--- src/rtl/multilevel_queue_scheduler_assert.svh ---
// assertion macros for the multilevel queue scheduler
`ifndef MULTILEVEL_QUEUE_SCHEDULER_ASSERT_SVH
`define MULTILEVEL_QUEUE_SCHEDULER_ASSERT_SVH
`ifndef SYNTHESIS
// expression must hold whenever out of reset
`define MLQS_ASSERT_HOLDS(lbl, expr, msg) \
	lbl: assert property (@(posedge clk) disable iff (!arst_n) (expr)) else $error(msg);
// antecedent in one cycle implies consequent in the next
`define MLQS_ASSERT_NEXT(lbl, ante, cons, msg) \
	lbl: assert property (@(posedge clk) disable iff (!arst_n) (ante) |=> (cons)) \
		else $error(msg);
`else
`define MLQS_ASSERT_HOLDS(lbl, expr, msg)
`define MLQS_ASSERT_NEXT(lbl, ante, cons, msg)
`endif
`endif

--- src/rtl/mlqs_pkg.sv ---
// shared types and constants of the multilevel queue scheduler
`timescale 1ns / 1ps

package mlqs_pkg;

	localparam int ID_W     = 8;
	localparam int TIME_W   = 16;
	localparam int CLK_W    = 32;
	localparam int PRIO_W   = 4;
	localparam int STATUS_W = 3;
	localparam int LVL_W    = 2;
	localparam int ENTRY_W  = ID_W + TIME_W;
	localparam int NUM_LEVELS = 3;

	localparam logic [TIME_W-1:0] QUANTUM_RESET = 16'd4;

	// request codes
	localparam logic REQ_ARRIVE = 1'b0;
	localparam logic REQ_SLICE  = 1'b1;

	// result codes
	localparam logic [STATUS_W-1:0] RES_ADMIT    = 3'd0;
	localparam logic [STATUS_W-1:0] RES_BAD_PRIO = 3'd1;
	localparam logic [STATUS_W-1:0] RES_FULL     = 3'd2;
	localparam logic [STATUS_W-1:0] RES_RUN      = 3'd3;
	localparam logic [STATUS_W-1:0] RES_NONE     = 3'd4;

	// queue levels
	localparam logic [LVL_W-1:0] LVL_HIGH = 2'd0;
	localparam logic [LVL_W-1:0] LVL_MID  = 2'd1;
	localparam logic [LVL_W-1:0] LVL_LOW  = 2'd2;

	// priority bands
	localparam logic [PRIO_W-1:0] PRIO_HIGH_MIN = 4'd1;
	localparam logic [PRIO_W-1:0] PRIO_HIGH_MAX = 4'd3;
	localparam logic [PRIO_W-1:0] PRIO_MID_MIN  = 4'd4;
	localparam logic [PRIO_W-1:0] PRIO_MID_MAX  = 4'd6;
	localparam logic [PRIO_W-1:0] PRIO_LOW_MIN  = 4'd7;
	localparam logic [PRIO_W-1:0] PRIO_LOW_MAX  = 4'd9;

	typedef enum logic [2:0] {
		ST_IDLE   = 3'b001,
		ST_ARRIVE = 3'b010,
		ST_SLICE  = 3'b100
	} state_t;

	// controller to datapath
	typedef struct packed {
		logic latch;
		logic rd_en;
		logic commit_arrive;
		logic commit_slice;
	} cmd_t;

	// datapath to controller
	typedef struct packed {
		logic all_empty;
	} stat_t;

	// band decode: bit LVL_W is the valid flag
	function automatic logic [LVL_W:0] prio_level(input logic [PRIO_W-1:0] prio);
		logic [LVL_W:0] r;
		case (prio) inside
			[PRIO_HIGH_MIN:PRIO_HIGH_MAX]: r = {1'b1, LVL_HIGH};
			[PRIO_MID_MIN:PRIO_MID_MAX]:   r = {1'b1, LVL_MID};
			[PRIO_LOW_MIN:PRIO_LOW_MAX]:   r = {1'b1, LVL_LOW};
			default:                       r = {1'b0, LVL_HIGH};
		endcase
		return r;
	endfunction

endpackage

--- src/rtl/multilevel_queue_scheduler.sv ---
// top level of the three level round robin queue scheduler
//
//  channel | direction | handshake              | payload
//  --------+-----------+------------------------+------------------------------------------
//  in      | in        | in_valid / in_stall    | req_type task_id task_priority burst_time
//          |           |                        | arrival_time
//  out     | out       | out_valid / out_stall  | status served_id served_level time_run
//          |           |                        | time_left clock_now finished
//  cfg     | in        | cfg_valid / cfg_ready  | cfg_data (time quantum)
//
// each item is taken in the idle state, and the queue ram head read for a slice is issued
// there; the arrive or slice state then commits pointers, clock, the requeue write into
// that same ram and the result register, so the ram is read before it is written; the
// input stalls until that commit
// reset clears pointers, counts and clock and restores the quantum; queue rams are not swept
// a result waiting under out_stall holds the next item in its commit cycle
// cfg_ready is always high; writes are expected only while idle
`timescale 1ns / 1ps
`include "multilevel_queue_scheduler_assert.svh"

module multilevel_queue_scheduler #(
	parameter int QUEUE_DEPTH = 16
) (
	input  logic                            clk,
	input  logic                            arst_n,
	// item channel
	input  logic                            in_valid,
	output logic                            in_stall,
	input  logic                            req_type,
	input  logic [mlqs_pkg::ID_W-1:0]       task_id,
	input  logic [mlqs_pkg::PRIO_W-1:0]     task_priority,
	input  logic [mlqs_pkg::TIME_W-1:0]     burst_time,
	input  logic [mlqs_pkg::CLK_W-1:0]      arrival_time,
	// result channel
	output logic                            out_valid,
	input  logic                            out_stall,
	output logic [mlqs_pkg::STATUS_W-1:0]   status,
	output logic [mlqs_pkg::ID_W-1:0]       served_id,
	output logic [mlqs_pkg::LVL_W-1:0]      served_level,
	output logic [mlqs_pkg::TIME_W-1:0]     time_run,
	output logic [mlqs_pkg::TIME_W-1:0]     time_left,
	output logic [mlqs_pkg::CLK_W-1:0]      clock_now,
	output logic                            finished,
	// quantum write channel
	input  logic                            cfg_valid,
	output logic                            cfg_ready,
	input  logic [mlqs_pkg::TIME_W-1:0]     cfg_data
);

	mlqs_pkg::cmd_t  cmd;
	mlqs_pkg::stat_t stat;
	logic            in_beat;
	logic            slice_beat;
	logic            commit_any;

	// quantum register takes a write beat at any time
	assign cfg_ready = 1'b1;

	// handshake views used by the checks below
	assign in_beat    = in_valid && !in_stall;
	assign slice_beat = in_beat && (req_type == mlqs_pkg::REQ_SLICE);
	assign commit_any = cmd.commit_arrive || cmd.commit_slice;

	mlqs_ctrl u_ctrl (
		.clk      (clk),
		.arst_n   (arst_n),
		.in_valid (in_valid),
		.in_stall (in_stall),
		.req_type (req_type),
		.out_valid(out_valid),
		.out_stall(out_stall),
		.stat     (stat),
		.cmd      (cmd)
	);

	mlqs_datapath #(
		.QUEUE_DEPTH(QUEUE_DEPTH)
	) u_dp (
		.clk          (clk),
		.arst_n       (arst_n),
		.cmd          (cmd),
		.stat         (stat),
		.cfg_we       (cfg_valid && cfg_ready),
		.cfg_data     (cfg_data),
		.req_type     (req_type),
		.task_id      (task_id),
		.task_priority(task_priority),
		.burst_time   (burst_time),
		.arrival_time (arrival_time),
		.status       (status),
		.served_id    (served_id),
		.served_level (served_level),
		.time_run     (time_run),
		.time_left    (time_left),
		.clock_now    (clock_now),
		.finished     (finished)
	);

	// one item in flight: after a taken beat the input stalls until the item commits
	`MLQS_ASSERT_NEXT(a_busy_after_accept, in_beat, in_stall, "input not stalled after accept")
	// every commit presents a result the next cycle
	`MLQS_ASSERT_NEXT(a_commit_shows_result, commit_any, out_valid, "commit without result")
	// a queue read is only started by a taken slice beat
	`MLQS_ASSERT_HOLDS(a_read_on_accept, !cmd.rd_en || slice_beat, "stray queue read")

endmodule

--- src/rtl/mlqs_ram.sv ---
// generic single write port ram with registered read
`timescale 1ns / 1ps

module mlqs_ram #(
	parameter int WIDTH = 24,
	parameter int DEPTH = 16
) (
	input  logic                     clk,
	input  logic                     we,
	input  logic [$clog2(DEPTH)-1:0] waddr,
	input  logic [WIDTH-1:0]         wdata,
	input  logic                     re,
	input  logic [$clog2(DEPTH)-1:0] raddr,
	output logic [WIDTH-1:0]         rdata
);

	logic [WIDTH-1:0] mem_q [DEPTH];

	always_ff @(posedge clk) begin
		if (we) begin
			mem_q[waddr] <= wdata;
		end
		if (re) begin
			rdata <= mem_q[raddr];
		end
	end

endmodule

--- src/rtl/mlqs_datapath.sv ---
// queue memories, pointers, clock and result register
`timescale 1ns / 1ps

module mlqs_datapath #(
	parameter int QUEUE_DEPTH = 16
) (
	input  logic                            clk,
	input  logic                            arst_n,
	input  mlqs_pkg::cmd_t                  cmd,
	output mlqs_pkg::stat_t                 stat,
	input  logic                            cfg_we,
	input  logic [mlqs_pkg::TIME_W-1:0]     cfg_data,
	input  logic                            req_type,
	input  logic [mlqs_pkg::ID_W-1:0]       task_id,
	input  logic [mlqs_pkg::PRIO_W-1:0]     task_priority,
	input  logic [mlqs_pkg::TIME_W-1:0]     burst_time,
	input  logic [mlqs_pkg::CLK_W-1:0]      arrival_time,
	output logic [mlqs_pkg::STATUS_W-1:0]   status,
	output logic [mlqs_pkg::ID_W-1:0]       served_id,
	output logic [mlqs_pkg::LVL_W-1:0]      served_level,
	output logic [mlqs_pkg::TIME_W-1:0]     time_run,
	output logic [mlqs_pkg::TIME_W-1:0]     time_left,
	output logic [mlqs_pkg::CLK_W-1:0]      clock_now,
	output logic                            finished
);

	localparam int AW = (QUEUE_DEPTH > 1) ? $clog2(QUEUE_DEPTH) : 1;
	localparam int CW = $clog2(QUEUE_DEPTH + 1);
	localparam int SW = CW + 1;
	localparam int NL = mlqs_pkg::NUM_LEVELS;
	localparam int TW = mlqs_pkg::TIME_W;
	localparam int KW = mlqs_pkg::CLK_W;

	logic [AW-1:0] head_q  [NL];
	logic [CW-1:0] count_q [NL];
	logic [KW-1:0] clock_q;
	logic [TW-1:0] quantum_q;

	// latched item
	logic [mlqs_pkg::ID_W-1:0]   id_q;
	logic [mlqs_pkg::PRIO_W-1:0] prio_q;
	logic [TW-1:0]               burst_q;
	logic [KW-1:0]               arr_q;
	logic [mlqs_pkg::LVL_W-1:0]  lvl_q;
	logic                        none_q;

	logic [mlqs_pkg::LVL_W-1:0]    sel_lvl;
	logic                          all_empty;
	logic [AW-1:0]                 tail [NL];
	logic [NL-1:0]                 ram_we;
	logic [NL-1:0]                 ram_re;
	logic [mlqs_pkg::ENTRY_W-1:0]  ram_wdata;
	logic [mlqs_pkg::ENTRY_W-1:0]  ram_rdata [NL];

	// arrival path
	logic [KW-1:0]              clock_arr;
	logic [mlqs_pkg::LVL_W:0]   pdec;
	logic [mlqs_pkg::LVL_W-1:0] plvl;
	logic                       pfull;

	// slice path
	logic [mlqs_pkg::ENTRY_W-1:0] entry;
	logic [TW-1:0]                rem;
	logic [TW-1:0]                run;
	logic [TW-1:0]                left;
	logic                         fin;
	logic [KW:0]                  clk_sum;
	logic [KW-1:0]                clock_sl;

	assign all_empty = (count_q[0] == '0) && (count_q[1] == '0) && (count_q[2] == '0);
	assign stat.all_empty = all_empty;

	always_comb begin
		if (count_q[0] != '0) begin
			sel_lvl = mlqs_pkg::LVL_HIGH;
		end else if (count_q[1] != '0) begin
			sel_lvl = mlqs_pkg::LVL_MID;
		end else begin
			sel_lvl = mlqs_pkg::LVL_LOW;
		end
	end

	// tail slot of each queue, head plus count wrapped once
	always_comb begin
		logic [SW-1:0] tsum;
		for (int l = 0; l < NL; l++) begin
			tsum = SW'(head_q[l]) + SW'(count_q[l]);
			if (tsum >= SW'(QUEUE_DEPTH)) begin
				tail[l] = AW'(tsum - SW'(QUEUE_DEPTH));
			end else begin
				tail[l] = AW'(tsum);
			end
		end
	end

	assign clock_arr = (all_empty && (arr_q > clock_q)) ? arr_q : clock_q;
	assign pdec      = mlqs_pkg::prio_level(prio_q);
	assign plvl      = pdec[mlqs_pkg::LVL_W-1:0];
	assign pfull     = (count_q[plvl] == CW'(QUEUE_DEPTH));

	assign entry    = ram_rdata[lvl_q];
	assign rem      = entry[TW-1:0];
	assign run      = (rem < quantum_q) ? rem : quantum_q;
	assign left     = rem - run;
	assign fin      = (left == '0);
	assign clk_sum  = {1'b0, clock_q} + (KW+1)'(run);
	assign clock_sl = clk_sum[KW] ? '1 : clk_sum[KW-1:0];

	always_comb begin
		ram_we    = '0;
		ram_wdata = '0;
		if (cmd.commit_arrive && pdec[mlqs_pkg::LVL_W] && !pfull) begin
			ram_we[plvl] = 1'b1;
			ram_wdata    = {id_q, burst_q};
		end else if (cmd.commit_slice && !none_q && !fin) begin
			ram_we[lvl_q] = 1'b1;
			ram_wdata     = {entry[mlqs_pkg::ENTRY_W-1:TW], left};
		end
	end

	always_comb begin
		for (int l = 0; l < NL; l++) begin
			ram_re[l] = cmd.rd_en && (sel_lvl == mlqs_pkg::LVL_W'(l));
		end
	end

	for (genvar g = 0; g < NL; g++) begin : g_queue
		mlqs_ram #(
			.WIDTH(mlqs_pkg::ENTRY_W),
			.DEPTH(QUEUE_DEPTH)
		) u_ram (
			.clk  (clk),
			.we   (ram_we[g]),
			.waddr(tail[g]),
			.wdata(ram_wdata),
			.re   (ram_re[g]),
			.raddr(head_q[g]),
			.rdata(ram_rdata[g])
		);
	end

	always_ff @(posedge clk or negedge arst_n) begin
		if (!arst_n) begin
			quantum_q <= mlqs_pkg::QUANTUM_RESET;
		end else if (cfg_we) begin
			quantum_q <= cfg_data;
		end
	end

	always_ff @(posedge clk) begin
		if (cmd.latch) begin
			id_q    <= task_id;
			prio_q  <= task_priority;
			burst_q <= burst_time;
			arr_q   <= arrival_time;
			lvl_q   <= sel_lvl;
			none_q  <= all_empty || (req_type == mlqs_pkg::REQ_ARRIVE);
		end
	end

	always_ff @(posedge clk or negedge arst_n) begin
		if (!arst_n) begin
			clock_q <= '0;
			for (int l = 0; l < NL; l++) begin
				head_q[l]  <= '0;
				count_q[l] <= '0;
			end
		end else if (cmd.commit_arrive) begin
			clock_q <= clock_arr;
			if (pdec[mlqs_pkg::LVL_W] && !pfull) begin
				count_q[plvl] <= count_q[plvl] + CW'(1);
			end
		end else if (cmd.commit_slice && !none_q) begin
			clock_q <= clock_sl;
			if (head_q[lvl_q] == AW'(QUEUE_DEPTH - 1)) begin
				head_q[lvl_q] <= '0;
			end else begin
				head_q[lvl_q] <= head_q[lvl_q] + AW'(1);
			end
			// pop plus requeue leaves the count as it is
			if (fin) begin
				count_q[lvl_q] <= count_q[lvl_q] - CW'(1);
			end
		end
	end

	// result register
	always_ff @(posedge clk) begin
		if (cmd.commit_arrive) begin
			served_id <= id_q;
			time_run  <= '0;
			time_left <= burst_q;
			clock_now <= clock_arr;
			finished  <= 1'b0;
			if (!pdec[mlqs_pkg::LVL_W]) begin
				status       <= mlqs_pkg::RES_BAD_PRIO;
				served_level <= mlqs_pkg::LVL_HIGH;
			end else if (pfull) begin
				status       <= mlqs_pkg::RES_FULL;
				served_level <= plvl;
			end else begin
				status       <= mlqs_pkg::RES_ADMIT;
				served_level <= plvl;
			end
		end else if (cmd.commit_slice) begin
			if (none_q) begin
				status       <= mlqs_pkg::RES_NONE;
				served_id    <= '0;
				served_level <= mlqs_pkg::LVL_HIGH;
				time_run     <= '0;
				time_left    <= '0;
				clock_now    <= clock_q;
				finished     <= 1'b0;
			end else begin
				status       <= mlqs_pkg::RES_RUN;
				served_id    <= entry[mlqs_pkg::ENTRY_W-1:TW];
				served_level <= lvl_q;
				time_run     <= run;
				time_left    <= left;
				clock_now    <= clock_sl;
				finished     <= fin;
			end
		end
	end

endmodule

--- src/rtl/mlqs_ctrl.sv ---
// controller state machine of the multilevel queue scheduler
`timescale 1ns / 1ps

module mlqs_ctrl (
	input  logic            clk,
	input  logic            arst_n,
	input  logic            in_valid,
	output logic            in_stall,
	input  logic            req_type,
	output logic            out_valid,
	input  logic            out_stall,
	input  mlqs_pkg::stat_t stat,
	output mlqs_pkg::cmd_t  cmd
);

	mlqs_pkg::state_t state_q;
	mlqs_pkg::state_t state_d;
	logic             out_valid_q;
	logic             accept;
	logic             out_free;

	assign in_stall  = (state_q != mlqs_pkg::ST_IDLE);
	assign accept    = in_valid && !in_stall;
	assign out_free  = !out_valid_q || !out_stall;
	assign out_valid = out_valid_q;

	always_comb begin
		state_d = state_q;
		cmd     = '0;
		unique case (state_q)
			mlqs_pkg::ST_IDLE: begin
				if (accept) begin
					cmd.latch = 1'b1;
					if (req_type == mlqs_pkg::REQ_SLICE) begin
						cmd.rd_en = !stat.all_empty;
						state_d   = mlqs_pkg::ST_SLICE;
					end else begin
						state_d = mlqs_pkg::ST_ARRIVE;
					end
				end
			end
			mlqs_pkg::ST_ARRIVE: begin
				if (out_free) begin
					cmd.commit_arrive = 1'b1;
					state_d           = mlqs_pkg::ST_IDLE;
				end
			end
			mlqs_pkg::ST_SLICE: begin
				if (out_free) begin
					cmd.commit_slice = 1'b1;
					state_d          = mlqs_pkg::ST_IDLE;
				end
			end
			default: begin
				state_d = mlqs_pkg::ST_IDLE;
			end
		endcase
	end

	always_ff @(posedge clk or negedge arst_n) begin
		if (!arst_n) begin
			state_q     <= mlqs_pkg::ST_IDLE;
			out_valid_q <= 1'b0;
		end else begin
			state_q <= state_d;
			if (cmd.commit_arrive || cmd.commit_slice) begin
				out_valid_q <= 1'b1;
			end else if (!out_stall) begin
				out_valid_q <= 1'b0;
			end
		end
	end

endmodule
--- config.mk ---
export PLATFORM = sky130hd
export DESIGN_NAME = multilevel_queue_scheduler
export DESIGN_NICKNAME = d
export VERILOG_FILES = /design/src/rtl/mlqs_pkg.sv /design/src/rtl/multilevel_queue_scheduler.sv /design/src/rtl/mlqs_ram.sv /design/src/rtl/mlqs_datapath.sv /design/src/rtl/mlqs_ctrl.sv
export VERILOG_INCLUDE_DIRS = /design/src /design/src/rtl
export SDC_FILE = /design/constraint.sdc
export NUM_CORES = 2
export LEC_CHECK = 0
export BUFFER_PORTS_ARGS = -buffer_cell sky130_fd_sc_hd__buf_2
export CORE_UTILIZATION = 55
export CTS_CLUSTER_SIZE = 30
export DETAILED_ROUTE_END_ITERATION = 16
export PLACE_DENSITY_LB_ADDON = 0.12
export SYNTH_ARGS = -nofsm -noshare
export SYNTH_HDL_FRONTEND = slang
export SYNTH_SLANG_ARGS = --single-unit
--- constraint.sdc ---
create_clock -name clk -period 7.54 [get_ports clk]
set_clock_uncertainty 0.05 [all_clocks]
set_input_delay 1.508 -clock clk [delete_from_list [all_inputs] [get_ports clk]]
set_output_delay 1.508 -clock clk [all_outputs]
set_load 0.1 [all_outputs]
==> results.json <==
{
  "synthFlopType": "edfxtp_1",
  "synth_compound_area_share_pct": 5.233,
  "r2r_slack_ns": 0.34,
  "synth-edff-count": 1348,
  "path_max_fanout": 12,
  "drt-initial-drc-count": 3822,
  "worstSetupPathType": "flip-flop to flip-flop",
  "wl_per_cell_um": 31.80,
  "clockRootBuffer": "clkbuf_16",
  "final_cell_mix": "edfxtp_1, mux4_2, nand2_1, buf_2, clkbuf_16",
  "num_vias": 32230,
  "tightest_slew_ns": 1.455,
  "clkTransAtPathRegs_ns": 0.06,
  "yosys.area_share.simple_pct": 3.568,
  "timing.fmax_mhz": 138.9,
  "cts_tree": "yes",
  "power.internal_w": 0.01479,
  "syn_inst": 3163,
  "hpwl_um": 104700,
  "overflow": 0,
  "core_area_mm2": 0.1071,
  "area_delta_synth_final_pct": 14.03,
  "io_pins": 163,
  "swShare_pct": 28.17,
  "ant_nets": 0,
  "initial_utilization_pct": 55.46,
  "wl_met1_um": 64840,
  "fin_crit_sh_pct": 95.48,
  "routed.top_layer": "met5",
  "gp_congestion": 0.9511,
  "synthAdderAreaFrac_pct": 2.108,
  "cts.sinks": 1444,
  "row_count": 120,
  "met3WireLength_um": 11460,
  "ys_async_sr_fraction_pct": 5.471,
  "antenna_found_initial": 17,
  "synthDistinctLibCells": 84,
  "grt_pass1_vias": 31650,
  "finish.utilization_pct": 63.24,
  "synth_area_mm2": 0.05937,
  "synth_xor_xnor_area_share_pct": 0.6049,
  "cp-end-kind": "flip-flop",
  "num-fill-cells": 7365,
  "setup_viol": 0,
  "synth_nets": 3342,
  "cp-start-kind": "flip-flop",
  "avgViaCountPerCell": 6.466,
  "finalHoldViolCount": 0,
  "ff_latch_area_mm2": 0.04282,
  "cp_data_required_time_ns": 7.85,
  "synth.area.mux_share_pct": 14.90,
  "min_period_ns": 7.199,
  "p_leak_nw": 22.35,
  "yosysSeqAreaShare_pct": 72.09,
  "drive_gt1_share_pct": 28.17,
  "vdd_drop_max_uv": 269.4,
  "port_buffers": 161,
  "cts_buffers": 149,
  "synth_top_area_share_pct": 68.18,
  "wl_met2_um": 76330,
  "ys_seq_elements": 1444,
  "grt_max_degree": 75,
  "min_path_type": "flip-flop to flip-flop",
  "track_usage_pct": 29.37,
  "finalNetCount": 3634,
  "grt_pass1_wl_um": 226500,
  "clock_latency_ns": 0.76,
  "power_w": 0.02059,
  "worstPathArrival_ns": 7.51,
  "htree_levels": 4,
  "p_per_area_mw_per_mm2": 304.2,
  "die_x_um": 330.5,
  "p_comb_share_pct": 18.6,
  "multi_input_area_mm2": 0.01598,
  "drc": 0,
  "p_clk_share_pct": 36.0,
  "max_cap_violations": 0,
  "ys_warn_count": 0,
  "drv_slew": 0,
  "firstDrtPassIters": 5,
  "synth_top_cells_by_area": "edfxtp_1, mux4_2, dfrtp_1",
  "dieArea_mm2": 0.1093,
  "drt_wl_total_um": 158500,
  "synth_area_per_cell_um2": 18.77,
  "die_y_um": 330.5,
  "synth_largest_area_cell": "edfxtp_1",
  "status": "complete, no violations",
  "maxSlewHeadroom_pct": 2.974,
  "p_seq_share_pct": 45.4,
  "synth_top_family_by_area": "multiplexers",
  "clock_path_buffers": 3,
  "power.switching_w": 0.005802,
  "final_common_cell": "edfxtp_1"
}
==> Yosys cell counts (all sizes together) (7+ instances only) <==
cell type and n:
a21o 29, nand3 30, buf 40, o21ai 142, a22o 37, o22ai 30
dfxtp 17, nand3b 9, dfrtp 77, xnor2 27, nand4 16, mux4 360
nand2 165, mux2 15, a31oi 14, a22oi 19, xor2 14, edfxtp 1348
nor2b 13, and4 7, inv 75, nand2b 10, a221o 9, a211oi 11
a21oi 81, and3 15, nor3 20, o221a 7, a31o 8, o21a 21
nor2 134, clkbuf 118, ha 92, and2 12, mux2i 55
==> cell type report <==
type | instances | area share, %
flip-flops and latches | 1444 | 63.26
multi-input cells | 1487 | 23.61
clock buffers | 191 | 6.016
repair buffers | 298 | 2.769
well taps | 1403 | 2.593
clock inverters | 76 | 1.297
inverters | 75 | 0.4159
diodes | 11 | 0.04066
==> per-layer routing <==
metal	global-route usage [%]	vias up
met1	42.05	16960
met2	46.30	1486
met4	10.79	4
li1	-	13510
met3	4.551	274
met5	0	-
==> cells by family after synthesis <==
logic type,Yosys count
simple gates,454
mux,430
flops,1444
xor+xnor,41
other cells,1
compound gates,463
buf+inv,233
fa+ha+maj,97
==> final timing paths <==
path	startpoint	to	cells past startpoint
max in group asynchronous	arst_n	u_dp.head_q[8]	2
min reg2reg	u_dp.finished	u_dp.finished	2
max	u_dp.lvl_q[1]	u_dp.g_queue[1].u_ram.mem_q[7][10]	26
max reg2reg	u_dp.lvl_q[1]	u_dp.g_queue[1].u_ram.mem_q[7][10]	26
min in group asynchronous	arst_n	u_dp.clock_q[13]	1
min	u_dp.finished	u_dp.finished	2
==> power by group through the flow <==
stage | clock network (W) | registers [W] | logic (W)
6_report | 0.00742 | 0.00935 | 0.00383
4_1_cts | 0.00753 | 0.00935 | 0.00381
3_3_place_gp | 0 | 0.00951 | 0.00375
2_1_floorplan | 0 | 0.00977 | 0.00228
5_1_grt | 0.00781 | 0.00937 | 0.00408
3_5_place_dp | 0 | 0.00951 | 0.00379
==> sequential cells by signal, indices dropped and copies added (netlist names), 8 cells and up <==
name	count
u_dp.g_queue.u_ram.mem_q	1152
u_dp.head_q	12
u_dp.quantum_q	16
u_dp.time_left	16
u_dp.count_q	15
u_dp.burst_q	16
u_dp.clock_q	32
u_dp.time_run	16
u_dp.clock_now	32
u_dp.id_q	8
u_dp.served_id	8
u_dp.g_queue.u_ram.rdata	72
u_dp.arr_q	32
==> stage by stage <==
step           std cells  TNS, ns  hold slack, ns  setup slack, ns  instance area, um2
2_1_floorplan       3163   -17.25          0.4238         -0.04385               59390
3_3_place_gp        4700        0          0.3912           0.3282               62630
3_5_place_dp        4700        0          0.4050           0.2615               62630
4_1_cts             4967        0          0.4189           0.1761               67580
5_1_grt             4983  -0.5039          0.4639         -0.02756               67690
6_report            4985        0          0.4190           0.3411               67700
==> worst max-delay path, cell delays in order, from the launching register on <==
cell       delay [ns]
edfxtp_1         0.36
buf_4            0.18
buf_4            0.14
mux2i_1          0.17
o21ai_0          0.57
ha_1             0.28
nand3_1          0.08
nand2_1          0.09
a31o_2           0.10
o311a_1          0.18
nor2_1           0.05
o211a_1          0.35
buf_4            0.23
a21oi_1          0.20
ha_1             0.17
inv_1            0.05
fa_1             0.46
a21o_1           0.20
and4_1           0.26
o2111ai_1        0.35
nand3_1          0.15
xor2_1           0.42
nor4_4           0.14
nand3_4          0.23
a31oi_1          0.11
buf_4            0.21
nor3_2           0.98
==> repair_timing <==
action / CTS / global route
endpoints found under the setup margin: 0 / 1007
hold buffers: 0 / 0
resized for setup: 0 / 4
endpoints found under the hold margin: 0 / 0
buffers inserted: 0 / 6
Power figures use the tool's default switching activity.
